[src/rtl/table_driven_dfa_recognizer_top_assert.svh]
// ----------------------------------------------------------------------------
// DFA recognizer assertion macros
// Concurrent property wrappers used by the recognizer top module.
// ----------------------------------------------------------------------------
`ifndef TABLE_DRIVEN_DFA_RECOGNIZER_TOP_ASSERT_SVH
`define TABLE_DRIVEN_DFA_RECOGNIZER_TOP_ASSERT_SVH

`ifndef SYNTHESIS
// Same-cycle implication under an active-low reset.
`define TDFA_ASSERT_IMP(label, clk, rst_n, ante, cons) \
  label: assert property (@(posedge clk) disable iff (!rst_n) (ante) |-> (cons)) \
    else $error("tdfa assertion failed");
// Next-cycle implication under an active-low reset.
`define TDFA_ASSERT_NXT(label, clk, rst_n, ante, cons) \
  label: assert property (@(posedge clk) disable iff (!rst_n) (ante) |=> (cons)) \
    else $error("tdfa assertion failed");
`else
`define TDFA_ASSERT_IMP(label, clk, rst_n, ante, cons)
`define TDFA_ASSERT_NXT(label, clk, rst_n, ante, cons)
`endif

`endif

[src/rtl/tdfa_pkg.sv]
// ----------------------------------------------------------------------------
// DFA recognizer package
// Sizes, transaction mode codes and the match result type.
// ----------------------------------------------------------------------------
`timescale 1ns / 1ps

package tdfa_pkg;

  localparam int STATE_W    = 6;
  localparam int MAX_STATES = 64;
  localparam int CHAR_W     = 8;
  localparam int SYM_W      = 4;
  localparam int ALPHA_SIZE = 16;
  localparam int LEN_W      = 5;
  localparam int MODE_W     = 3;

  // Alphabet is searched one row of LANES entries per cycle.
  localparam int LANES  = 4;
  localparam int LANE_W = 2;
  localparam int GROUPS = ALPHA_SIZE / LANES;
  localparam int GRP_W  = SYM_W - LANE_W;

  localparam int TT_DEPTH = MAX_STATES * ALPHA_SIZE;
  localparam int TT_AW    = STATE_W + SYM_W;

  localparam logic [MODE_W-1:0] MODE_LOAD_ALPHA = 3'd0;
  localparam logic [MODE_W-1:0] MODE_LOAD_TRANS = 3'd1;
  localparam logic [MODE_W-1:0] MODE_LOAD_MARK  = 3'd2;
  localparam logic [MODE_W-1:0] MODE_CHAR       = 3'd3;
  localparam logic [MODE_W-1:0] MODE_END_WORD   = 3'd4;

  typedef logic [LANES-1:0][CHAR_W-1:0] alpha_row_t;

  typedef struct packed {
    logic             hit;
    logic [SYM_W-1:0] sym;
  } match_t;

endpackage

[src/rtl/tdfa_match_unit.sv]
// ----------------------------------------------------------------------------
// DFA recognizer match unit
// Compare one alphabet row against a character; report the first hit.
// ----------------------------------------------------------------------------
`timescale 1ns / 1ps

module tdfa_match_unit (
  input  tdfa_pkg::alpha_row_t         row,
  input  logic [tdfa_pkg::GRP_W-1:0]   grp,
  input  logic [tdfa_pkg::CHAR_W-1:0]  ch,
  input  logic [tdfa_pkg::LEN_W-1:0]   limit,
  output tdfa_pkg::match_t             match
);
  import tdfa_pkg::*;

  logic [LEN_W-1:0] base;

  assign base = LEN_W'({grp, LANE_W'(0)});

  // Scan lanes from the top down so the lowest matching lane wins.
  always_comb begin
    match.hit = 1'b0;
    match.sym = '0;
    for (int i = LANES - 1; i >= 0; i--) begin
      if (((base + LEN_W'(i)) < limit) && (row[i] == ch)) begin
        match.hit = 1'b1;
        match.sym = {grp, LANE_W'(i)};
      end
    end
  end

endmodule

[config.mk]
export PLATFORM = sky130hd
export DESIGN_NAME = tdfa_match_unit
export DESIGN_NICKNAME = d
export VERILOG_FILES = /design/src/rtl/table_driven_dfa_recognizer_top_assert.svh /design/src/rtl/tdfa_pkg.sv /design/src/rtl/tdfa_match_unit.sv
export SDC_FILE = /design/constraint.sdc
export NUM_CORES = 1
export LEC_CHECK = 0
export ABC_CLOCK_PERIOD_IN_PS = 3310
export BUFFER_PORTS_ARGS = -buffer_cell sky130_fd_sc_hd__buf_2
export CAP_MARGIN = 20
export CORE_AREA = 2 2 40 42
export DETAILED_ROUTE_END_ITERATION = 16
export DIE_AREA = 0 0 42 44
export PLACE_DENSITY = 0.82
export SLEW_MARGIN = 20
export SYNTH_ARGS = -nofsm -noshare
export SYNTH_HDL_FRONTEND = slang
export SYNTH_SLANG_ARGS = --single-unit
[constraint.sdc]
create_clock -name vclk -period 3.31
set_input_delay 0.8275 -clock vclk [all_inputs]
set_output_delay 0.8275 -clock vclk [all_outputs]
set_load 0.1 [all_outputs]
Word-level counts from Yosys, hierarchy flattened
Index checks and enable logic that the tools add are counted.
- register bits: 0
- output and inout bits: 5
- add/sub/neg operators: 3
- $lt $le $gt $ge: 4
- equality and inequality tests: 4
- muxes and demuxes: 4
- reduce and logical (&&, ||, !) cells: 4
- operator list (cell ; number):
    equality test 8 bit ; 4
    two-way mux 5 bit ; 4
    < comparator 5 bit ; 3
    adder 4 x 2 -> 5 bit, second input constant ; 2
    adder 4 x 1 -> 5 bit, second input constant ; 1
    < comparator 4 x 5 -> 1 bit ; 1
    logical AND 1 bit ; 4

Longest topological paths before layout
- word-level depth: 7
- mapped depth: 7

Worst setup path before layout
OpenSTA, ideal clock, no wires.
- kind: input-to-output
- start: input port limit[3] in the netlist's numbering
- end: output port match[1] in the netlist's numbering
- arrival: 3839 ps
- required time: 2483 ps
- slack: -1357 ps
- stages: 7
- buffers on the path: 0
- path through: inv_1 -> ha_1 -> nor2_1 -> a211oi_4 -> nor4_4 -> nor2_1 -> nor3_1
- RTL lines (item ; line ; source):
    start: declaration ; tdfa_match_unit.sv:11 ; input logic [tdfa_pkg::LEN_W-1:0] limit,
    end: declaration ; tdfa_match_unit.sv:12 ; output tdfa_pkg::match_t match

==> reports/results.txt <==
final non-filler cell area = 1049 µm²
GRT Total Usage = 0.1955
drt wl/cell = 12.12 µm
die footprint = 1848 µm²
Synth Area in XOR/XNOR = 0.5011
Pins Over Slew Limit = 0
initial antenna violation count = 0
PwrDens = 116.4 nW/µm²
Slew HR = 0.7845
Synth Warn # = 0
vias in the first global route = 729
placed insts = 142
layout cells sized above 1 = 0.6016
Period minus WS final = 3.213 ns
Post-DP HPWL = 1559 µm
Setup CP Type = input port to output pin
uppermost routed layer = met3
detailed-route wire length = 1745 µm
largest net degree at the start of global routing = 5
Post-Synth Simple-Gate Area = 0.2908
# IOs = 52
# setup viols final = 0
drt first pass iters = 3
row count = 14
FFs & Latches = 0
Netlist cell types = 20
worst path required time = 2.48 ns
final non-filler cell total = 144
WL met1 = 630 µm
CP Launch Type = input port
final worst-path cycle share = 0.9707
filler instances = 118
crit-path max FO = 2
status = finished, final reports clean
syn_area_per_cell = 8.106 µm²
nets = 180
setup tns final = 0 ns
hold path cells = 3
Synth top area share = 0.3758
cell taking the most area after synthesis = xnor2_1
post-synthesis mux area share = 0
Syn Std Cell Area = 559.3 µm²
Max Cap Viol = 0
via/cell ratio = 4.819
Adder-Cell Fraction of Synth Area = 0.06711
min-delay worst type = input port to output pin
Static Leak = 0.4640 nW
Critical Path End Type = output pin
# clk buffers = 0
Slew @ Worst Pin = 0.3203 ns
sequential-to-total area share from yosys stat = 0
most frequent cells after synthesis = xnor2_1, xor2_1, inv_1, nand4_1, nor2_1
global-route wire length before repair = 2884 µm
grt total ovfl = 0
ant diodes = 0
final hold violation count = 0
die height = 44 µm
fmax = 311.2 MHz
die width = 42 µm
port bufs = 52
DRC violations left = 0
metal3 WL = 133 µm
Layout area overhead = 87.47%
Critical Path AT = 2.39 ns
total core area = 1419 µm²
ranking of synthesized cells by area = xnor2_1, xor2_1, ha_1, nand4_1, inv_1
Initial Util = 0.3942
vias = 694
syn_nets = 119
Placer Congestion = 0.8020
maximum VDD drop = 0.07764 mV
synthesized instance count = 69
most frequent cell after synthesis = xnor2_1
compound-cell area share of the yosys netlist = 0.1007
met2 WL = 981 µm
DR iter-0 viols = 5
main combinational cell family by area after synthesis = XOR/XNOR gates
DP Area = 998.5 µm²
Reg area = 0 µm²
WHS = 2.069 ns
hold_buf cts = 0
Post-DRT Antenna Nets = 0
-- logic make-up (layout without fill, tap and decap cells) --
family / Yosys count / in the layout
adders and majority gates: 3 / 3
AOI/OAI and AO/OA: 6 / 6
buffers and inverters: 6 / 65
xor gates and xnor gates: 32 / 32
and+or+nand+nor: 22 / 22
-- worst max-delay path: stages --
cell and delay [ns]:
buf_6 0.07, inv_2 0.04, ha_4 0.27, nand2b_4 0.06, a211oi_4 0.22, buf_4 0.16, nor4_4 0.04, nor4_4 0.29
buf_4 0.20, nor2_4 0.05, buf_12 0.15
-- placed cells by master (no fill, tap or decap), types with 2 or more instances in the layout --
master,instances
nor4_1,2
nor4_4,2
nor3_2,2
nand4_1,6
buf_6,2
nor2_2,2
inv_2,2
nor2_4,2
ha_4,2
a21oi_1,2
xnor2_1,24
buf_4,8
buf_2,45
inv_1,3
xor2_1,8
buf_12,4
-- cell type report --
cell class / count / area, µm² / share of cell area
inverters: 6 / 26.28 / 0.02506
multi-input cells: 63 / 614.3 / 0.5859
well taps: 16 / 20.02 / 0.01909
repair buffers: 59 / 387.9 / 0.3699
-- report_power, final --
part	switching (mW)	total [mW]	leakage, nW	internal (mW)
Clock	0	0	0	0
Combinational	0.0566	0.122	0.464	0.0654
Sequential	0	0	0	0
Total	0.0566	0.122	0.464	0.0654
-- through the flow --
step | util | setup slack, ns | total power [mW]
after floorplan | - | -0.1456 | 0.06338
after global placement | 0.7037 | 0.02711 | 0.1104
after detailed placement | 0.7037 | -0.06681 | 0.1138
after CTS | 0.7125 | 0.01534 | 0.1161
after global routing | 0.7390 | -0.003362 | 0.1333
final | 0.7390 | 0.09691 | 0.1220
-- timing repair --
item	4_1_cts	5_1_grt
endpoints found under the setup margin	4	4
buffers inserted	1	1
resized for setup	2	8
pin swaps	2	2
-- worst paths after layout --
path	slack, ns	endpoint	from
worst max-delay path	0.1	match[2]	grp[0]
worst min-delay path	2.07	match[3]	grp[1]
-- routing by layer --
layer / up-vias / GRT usage
li1: 354 / -
met1: 306 / 0.2070
met2: 34 / 0.4156
met3: 0 / 0.02917
met4: 0 / 0.01290
met5: - / 0
(Power assumes the default switching activity.)
