## config.mk

```make
export PLATFORM = sky130hd
export DESIGN_NAME = tdfa_alpha_store
export DESIGN_NICKNAME = d
export VERILOG_FILES = /design/src/rtl/table_driven_dfa_recognizer_top_assert.svh /design/src/rtl/tdfa_pkg.sv /design/src/rtl/tdfa_alpha_store.sv
export SDC_FILE = /design/constraint.sdc
export NUM_CORES = 1
export LEC_CHECK = 0
export BUFFER_PORTS_ARGS = -buffer_cell sky130_fd_sc_hd__buf_2
export CORE_MARGIN = 3
export CORE_UTILIZATION = 58
export DETAILED_ROUTE_END_ITERATION = 6
export PLACE_DENSITY = 0.78
export SLEW_MARGIN = 30
export SYNTH_ARGS = -nofsm -noshare
export SYNTH_HDL_FRONTEND = slang
export SYNTH_SLANG_ARGS = --single-unit
export TNS_END_PERCENT = 20
```

## constraint.sdc

```tcl
create_clock -name clk -period 2 [get_ports clk]
set_clock_uncertainty 0.1 [all_clocks]
set_input_delay 0 -clock clk [delete_from_list [all_inputs] [get_ports clk]]
set_output_delay 0 -clock clk [all_outputs]
set_load 0.01 [all_outputs]
```

## src/rtl/table_driven_dfa_recognizer_top_assert.svh

```systemverilog
// ----------------------------------------------------------------------------
// DFA recognizer assertion macros
// Concurrent property wrappers used by the recognizer top module.
// ----------------------------------------------------------------------------
`ifndef TABLE_DRIVEN_DFA_RECOGNIZER_TOP_ASSERT_SVH
`define TABLE_DRIVEN_DFA_RECOGNIZER_TOP_ASSERT_SVH

`ifndef SYNTHESIS
// Same-cycle implication under an active-low reset.
`define TDFA_ASSERT_IMP(label, clk, rst_n, ante, cons) \
  label: assert property (@(posedge clk) disable iff (!rst_n) (ante) |-> (cons)) \
    else $error("tdfa assertion failed");
// Next-cycle implication under an active-low reset.
`define TDFA_ASSERT_NXT(label, clk, rst_n, ante, cons) \
  label: assert property (@(posedge clk) disable iff (!rst_n) (ante) |=> (cons)) \
    else $error("tdfa assertion failed");
`else
`define TDFA_ASSERT_IMP(label, clk, rst_n, ante, cons)
`define TDFA_ASSERT_NXT(label, clk, rst_n, ante, cons)
`endif

`endif

```

## src/rtl/tdfa_pkg.sv

```systemverilog
// ----------------------------------------------------------------------------
// DFA recognizer package
// Sizes, transaction mode codes and the match result type.
// ----------------------------------------------------------------------------
`timescale 1ns / 1ps

package tdfa_pkg;

  localparam int STATE_W    = 6;
  localparam int MAX_STATES = 64;
  localparam int CHAR_W     = 8;
  localparam int SYM_W      = 4;
  localparam int ALPHA_SIZE = 16;
  localparam int LEN_W      = 5;
  localparam int MODE_W     = 3;

  // Alphabet is searched one row of LANES entries per cycle.
  localparam int LANES  = 4;
  localparam int LANE_W = 2;
  localparam int GROUPS = ALPHA_SIZE / LANES;
  localparam int GRP_W  = SYM_W - LANE_W;

  localparam int TT_DEPTH = MAX_STATES * ALPHA_SIZE;
  localparam int TT_AW    = STATE_W + SYM_W;

  localparam logic [MODE_W-1:0] MODE_LOAD_ALPHA = 3'd0;
  localparam logic [MODE_W-1:0] MODE_LOAD_TRANS = 3'd1;
  localparam logic [MODE_W-1:0] MODE_LOAD_MARK  = 3'd2;
  localparam logic [MODE_W-1:0] MODE_CHAR       = 3'd3;
  localparam logic [MODE_W-1:0] MODE_END_WORD   = 3'd4;

  typedef logic [LANES-1:0][CHAR_W-1:0] alpha_row_t;

  typedef struct packed {
    logic             hit;
    logic [SYM_W-1:0] sym;
  } match_t;

endpackage

```

## src/rtl/tdfa_alpha_store.sv

```systemverilog
// ----------------------------------------------------------------------------
// DFA recognizer alphabet store
// Sixteen characters kept as rows of four; one byte write, one row read.
// ----------------------------------------------------------------------------
`timescale 1ns / 1ps

module tdfa_alpha_store (
  input  logic                         clk,
  input  logic                         wr_en,
  input  logic [tdfa_pkg::SYM_W-1:0]   wr_sym,
  input  logic [tdfa_pkg::CHAR_W-1:0]  wr_char,
  input  logic [tdfa_pkg::GRP_W-1:0]   rd_grp,
  output tdfa_pkg::alpha_row_t         rd_row
);
  import tdfa_pkg::*;

  alpha_row_t mem [GROUPS];
  alpha_row_t rd_row_r;

  always_ff @(posedge clk) begin
    if (wr_en) begin
      mem[wr_sym[SYM_W-1:LANE_W]][wr_sym[LANE_W-1:0]] <= wr_char;
    end
  end

  always_ff @(posedge clk) begin
    rd_row_r <= mem[rd_grp];
  end

  assign rd_row = rd_row_r;

endmodule

```

# [Yosys cells after proc, flatten, opt, wreduce, memory -nomap -nowiden]
# Memories as Yosys holds them, arrays and structs flattened. A register that Yosys moved wholly into a read port is not among the register bits.
# Index checks and enable logic that the tools add are counted.
[totals] ram_bits=128 output_inout_bits=32 reg_bits=0 input_bits=16 memories=1
[classes] n_reduce_logical=1 muxes=4 magnitude_cmp=2
[mem_list] memory="mem" words=4 word_bits=32 rd=1 rd_ports_with_merged_regs=1 write_ports=1 line="tdfa_alpha_store.sv:17" source="alpha_row_t mem [GROUPS];"
[ops] operator="$mux W32" n=1
[ops] operator="$demux W8 S2" n=1
[ops] operator="$mux W8" n=1
[ops] operator="$lt A2 B3 Y1 const B" n=1
[ops] operator="$ge A2 B1 Y1 const B" n=1
[ops] operator="$logic_and A1 B1 Y1" n=1
[ops] operator="$mux W1" n=1

# [Longest topological paths before layout]
# Gate-level depths: netlist (run 1).
[logic_depth] word_depth=5 ltp_mapped=3

# [Worst setup path after synthesis (run 1)]
# OpenSTA, ideal clock, no wires.
[synth_timing] kind="input port to flip-flop" start="input wr_sym[0] in the netlist's numbering" end="memory mem[0][0] in the netlist's numbering (enable)" path_buffers=0 t_arrival_ns=1.111 setup_slack_ns=0.406 cell_stages=2 t_required_ns=1.517 cell_sequence="or3b_2 -> nor3_1"
[synth_between] elab_chain_len=5 word_cells_on_any_way=6 classes_between="order compare: 2; mux: 3; reduce/logical: 1"
[synth_rtl] item="start, declared" line="tdfa_alpha_store.sv:10" source="input logic [tdfa_pkg::SYM_W-1:0] wr_sym,"
[synth_rtl] item="$lt A2 B3 Y1 (implied by the code) or $ge A2 B1 Y1 (tied branches)" line="tdfa_alpha_store.sv:22" source="mem[wr_sym[SYM_W-1:LANE_W]][wr_sym[LANE_W-1:0]] <= wr_char;"
[synth_rtl] item="$logic_and A1 B1 Y1 (implied by the code)" line="tdfa_alpha_store.sv:22"
[synth_rtl] item="$mux W8 (implied by the code)" line="tdfa_alpha_store.sv:22"
[synth_rtl] item="$demux W8 S2 *" line="tdfa_alpha_store.sv:22"
[synth_rtl] item="$mux W32 (implied by the code) *" line="tdfa_alpha_store.sv:22"
[synth_rtl] item="end, declared" line="tdfa_alpha_store.sv:17"
# Mark *: on every way between the ends. The rest lies on a longest branch, timed or not.

# [Worst setup path in the final report (run 1)]
[layout_timing] start="input wr_sym[0] in the netlist's numbering" end="memory mem[3][6] in the netlist's numbering (enable)"
# Same word-level chain as after synthesis.

==> results of run 1 <==
final timing paths:
check,startpoint,endpoint,slack [ns]
hold reg to reg,mem[3][28],rd_row[28],0.45
setup reg to reg,mem[3][30],rd_row[30],0.34
setup / recovery,wr_sym[0],mem[3][6],0.07
hold / removal,wr_en,mem[1][29],0.03
worst register-to-register path: stages (launching register included):
cell	delay [ns]
edfxtp_1	0.38
mux4_2	0.48
dlygate4sd3_1	0.58
layer usage:
layer,part of all wire,global-route usage,vias to the layer above
met4,0.023,0.09889,0
li1,-,-,1101
met2,0.51,0.3183,86
met5,0,0,-
met1,0.41,0.2685,1240
met3,0.061,0.05480,19
through the flow:
step                      cells  power (µW)
after global placement      389        4069
after CTS                   437        6939
final                       437        6885
after detailed placement    389        4081
after global routing        437        7085
after floorplan             222        3942
area by class of cell:
class,instances,area [µm²]
multi-input cells,55,838.3
clock inverters,11,93.84
flip-flops and latches,160,4484
well taps,108,135.1
repair buffers,82,563.0
fillers,480,2347
clock buffers,21,429.2
registers in the layout (all words and copies together) (netlist names):
name	flops
mem	128
rd_row	32
cell families after synthesis:
group / share of synthesized area
buf+inv: 0.01596
flops: 0.8291
mux: 0.1346
simple gates: 0.02035
synth_stat cells:
library cell | instances | area, µm²
nand2_1 | 1 | 3.750
mux4_2 | 30 | 675.7
nor2_1 | 12 | 45.04
buf_6 | 1 | 11.26
edfxtp_1 | 128 | 3844
nand3b_1 | 2 | 15.01
or3b_2 | 1 | 8.760
mux4_1 | 2 | 52.55
buf_2 | 3 | 15.01
nor3_1 | 4 | 20.02
nand2b_1 | 2 | 12.51
dfxtp_1 | 32 | 640.6
nand3_1 | 1 | 5.000
buf_12 | 3 | 60.06
power by group:
group	switching, µW	internal (µW)	leakage, µW
clock network	1210	1640	0.000247
logic	170	150	0.000606
registers	23.4	3690	0.00143
what timing repair did:
action / 4_1_cts / 5_1_grt
hold buffers: 16 / 0
setup endpoints to repair: 0 / 0
hold endpoints to repair: 227 / 0
==> metrics.txt, run 1 <==
antenna violation net count after detailed routing 0; Worst VDD drop 0.7661 mV; die height 102.6 µm; Setup CP Type in2reg; first-pass GRT wire length 14.77 mm; PD cells 1052 nW/µm²; Detailed Routing Iterations Pass 1 4; Hold WS 0.02940 ns; I/O Pins 48; CTS buffer count 17; gp weighted congestion 0.7557; outcome finished, final reports clean; clk_lat worst skew 0.52 ns; crit path DAT 2.06 ns; max cap viols 0; CTS Root Buffer Type clkbuf_8; Starting Density 0.6084; RSZ-0062 raised after global routing no; full die area 10520 µm²; warnings from Yosys 0; Post-CTS Resized 0; synthesized instance count 222; GRT Resource Usage Total 0.2032; distinct cell type count after synthesis 14; share of cells above drive strength 1 0.3799; Layout area overhead 20.98%; type of the worst min-delay path in2reg; Total Routed Length 9.569 mm; Mapped Nets 238; post-synthesis sequential area ratio 0.8291; Buf+Inv Stages, Crit Path 4; num rows 34; Avg WL per Cell 21.90 µm; nets@finish 332; Port Buffers 47; Synth Cell Area 5409 µm²; critical-path maximum fanout 8; Leak 0.002280 µW; post-CTS setup buffers 0; post-place setup slack 0.6193 ns; min cycle time layout 1.934 ns; Max stage delay on crit path 0.60 ns; worst r2r path cells 2; Slew headroom 0.7560; Crit-path slowest cell dlygate4sd3_1; Yosys reg bits 160; commonest non-fill, non-tap cells in the layout edfxtp_1 (128), buf_2 (47), dfxtp_1 (32); most common cell after layout, fill and taps aside edfxtp_1; final worst slack 0.06577 ns; clock slew at reported path FFs 0.06 ns; TritonCTS clock tree built; Final Hold Vio Count 0; CORE AREA 8891 µm²; H-tree levels 4; final setup vio count 0; CTS sink count 160; Top delay family on crit path buffers and inverters; setup TNS 0 ns; DRC viols 0; hpwl dp 5.088 mm; WP data required 2.13 ns; die width 102.6 µm; initial antenna violation count 0; Detailed Route Iter0 Violations 82; fin area 6544 µm²; Avg Inst Size Synth 24.36 µm²; crit path cell chain dlygate4sd3_1 > buf_2 > or3b_2 > dlygate4sd3_1 > nor2_1 > buf_4; largest net degree at the start of global routing 33; hold path cells 4; Slew Viols, Final 0; measured slew at the worst slew-check pin 0.3660 ns; CP dominant cell by count dlygate4sd3_1; Fmax 0.5170 GHz; ant diodes 0; post-placement cell area 5861 µm²; drt via density 5.597; Setup crit end kind register; period utilization 0.9671; Max Root-Sink Buffers 2; grt total ovfl 0; fin util 0.7360; critical path startpoint category input pin; vias in the first global route 2622; vias 2446; Stages on worst setup path 6
No activity file was read; power rests on OpenSTA's default activity.
==> run 2: changes to the inputs <==
--- a/config.mk
+++ b/config.mk
@@ -6,6 +6,7 @@
 export NUM_CORES = 1
 export LEC_CHECK = 0
 export BUFFER_PORTS_ARGS = -buffer_cell sky130_fd_sc_hd__buf_2
+export CORE_ASPECT_RATIO = 0.9
 export CORE_MARGIN = 3
 export CORE_UTILIZATION = 58
 export DETAILED_ROUTE_END_ITERATION = 6
==> run 2 against run 1 <==
Worst hold slack better by 0.034 ns; clock-buffer cell count down 3; largest cell class unchanged; utilization up 0.65 points; fmax up 27%; sequential cell count unchanged; die area about the same.
==> metrics.txt, run 2 (synthesis gave the netlist of run 1 again) <==
ant diodes 0 (unchanged); Avg WL per Cell 20.96 µm (-4.3%); clock power share 0.421 (+0.007); WP data required 2.12 ns (about the same); full die area 10520 µm² (about the same); share of cells above drive strength 1 0.3846 (+0.004676); most common cell after layout, fill and taps aside edfxtp_1; Slew Viols, Final 0 (unchanged); Max Root-Sink Buffers 2 (unchanged); grt total ovfl 0 (unchanged); PD cells 1063 nW/µm² (+1.1%); largest net degree at the start of global routing 17 (-48%); gp weighted congestion 0.7037 (-6.9%); type of the worst min-delay path in2reg; vias 2455 (+0.37%); num rows 32 (-5.9%); fin util 0.7425 (+0.006474); Detailed Routing Iterations Pass 1 5 (+1); Worst VDD drop 0.5662 mV (-26%); H-tree levels 4 (unchanged); RSZ-0062 raised after global routing no; CTS sink count 160 (unchanged); drt via density 5.529 (-1.2%); min cycle time layout 1.523 ns (-0.4107 ns); Setup CP Type in2reg; Pint 5581 µW (+1.9%); post-placement cell area 5869 µm² (+0.15%); CTS buffer count 17 (unchanged); setup TNS 0 ns (unchanged); Layout area overhead 20.91% (about the same); Final Hold Vio Count 0 (unchanged); hpwl dp 5.543 mm (+8.9%); max cap viols 0 (unchanged); fin area 6540 µm² (about the same); die width 107.8 µm (+5.1%); clk_lat worst skew 0.51 ns (about the same); outcome finished, final reports clean; initial antenna violation count 0 (unchanged); DRC viols 0 (unchanged); TritonCTS clock tree built; crit path DAT 1.64 ns (-0.42 ns); Starting Density 0.6141 (+0.005703); final worst slack 0.4765 ns (+0.4107 ns); GRT Resource Usage Total 0.1973 (-0.005879); die height 97.62 µm (-4.8%); Slew headroom 0.7133 (-0.04267); CTS Root Buffer Type clkbuf_8; post-place setup slack 0.5976 ns (-0.02165 ns); Setup crit end kind register; first-pass GRT wire length 14.76 mm (about the same); Total Routed Length 9.308 mm (-2.7%); clock slew at reported path FFs 0.06 ns (about the same); measured slew at the worst slew-check pin 0.4300 ns (+0.06400 ns); Psw 1373 µW (-2.4%); Tot Pwr 6954 µW (+1.0%); Reg power frac 0.534 (-0.006); CORE AREA 8808 µm² (-0.93%); commonest non-fill, non-tap cells in the layout edfxtp_1 (128), buf_2 (47), dfxtp_1 (32); nets@finish 330 (-0.60%); vias in the first global route 2595 (-1.0%); Fmax 0.6564 GHz (+27%); switching share of power 0.1975 (-0.006826); Port Buffers 47 (unchanged); I/O Pins 48 (unchanged); Leak 0.002280 µW (about the same); logic gate share of total power 0.045 (about the same); critical-path maximum fanout 8 (unchanged); final setup vio count 0 (unchanged); period utilization 0.7617 (-0.2054); Detailed Route Iter0 Violations 151 (+84%); max reg flops 128 (unchanged); antenna violation net count after detailed routing 0 (unchanged); critical path startpoint category input pin
-- run 2: changes by cell type in the layout (fill, tap and decap cells not counted) --
cell           delta
clkinvlp_4        -1
buf_12            -1
clkinv_2          -2
bufinv_16         +1
clkinv_1          +2
clkinv_4          +1
buf_4             +2
dlygate4sd3_1     -3
clkbuf_1          -3
-- run 2: layer usage --
metal	global-route usage	part of all wire	vias up
li1	-	-	1096
met1	0.2589	0.39	1266
met2	0.3222	0.54	85
met3	0.04784	0.061	8
met4	0.07573	0.0090	0
met5	0	0	-
-- run 2: power by group through the flow --
| stage | logic, µW | registers [µW] | clock network [µW] |
|---|---|---|---|
| floorplan | 137 | 3810 | 0 |
| global placement | 287 | 3780 | 0 |
| detailed placement | 297 | 3780 | 0 |
| finish | 310 | 3720 | 2930 |
| CTS | 317 | 3720 | 2980 |
| global route | 338 | 3720 | 3130 |
-- run 2: through the flow --
step	cells	hold slack, ns
2_1_floorplan	222	-0.001131
3_3_place_gp	401	0.2963
3_5_place_dp	401	0.2941
4_1_cts	444	0.04609
5_1_grt	444	0.08355
6_report	444	0.06309
-- run 2: path summary, 6_finish.rpt --
check	to	cells after the start	slack, ns	start
max	mem[0][24]	5	0.48	wr_sym[2]
min	mem[0][5]	4	0.06	wr_sym[1]
max reg2reg	rd_row[31]	1	0.88	mem[1][31]
min reg2reg	rd_row[20]	1	0.45	mem[2][20]
-- run 2: area by class of cell --
class | count | area, µm²
Sequential cell | 160 | 4484
Timing Repair Buffer | 80 | 528.0
Fill cell | 509 | 2268
Clock inverter | 12 | 122.6
Tap cell | 119 | 148.9
Clock buffer | 18 | 417.9
Multi-Input combinational cell | 55 | 838.3
-- run 2: repair_timing --
item                                   4_1_cts  5_1_grt
endpoints found under the hold margin      179        0
hold buffers                                13        0
buffers inserted                             0        0
gates resized for setup                      0        0
-- run 2: worst max-delay path, cell delays in order --
cell and delay, ns:
dlygate4sd3_1 0.54, buf_2 0.18, nor3_1 0.18, dlygate4sd3_1 0.56, buf_4 0.17
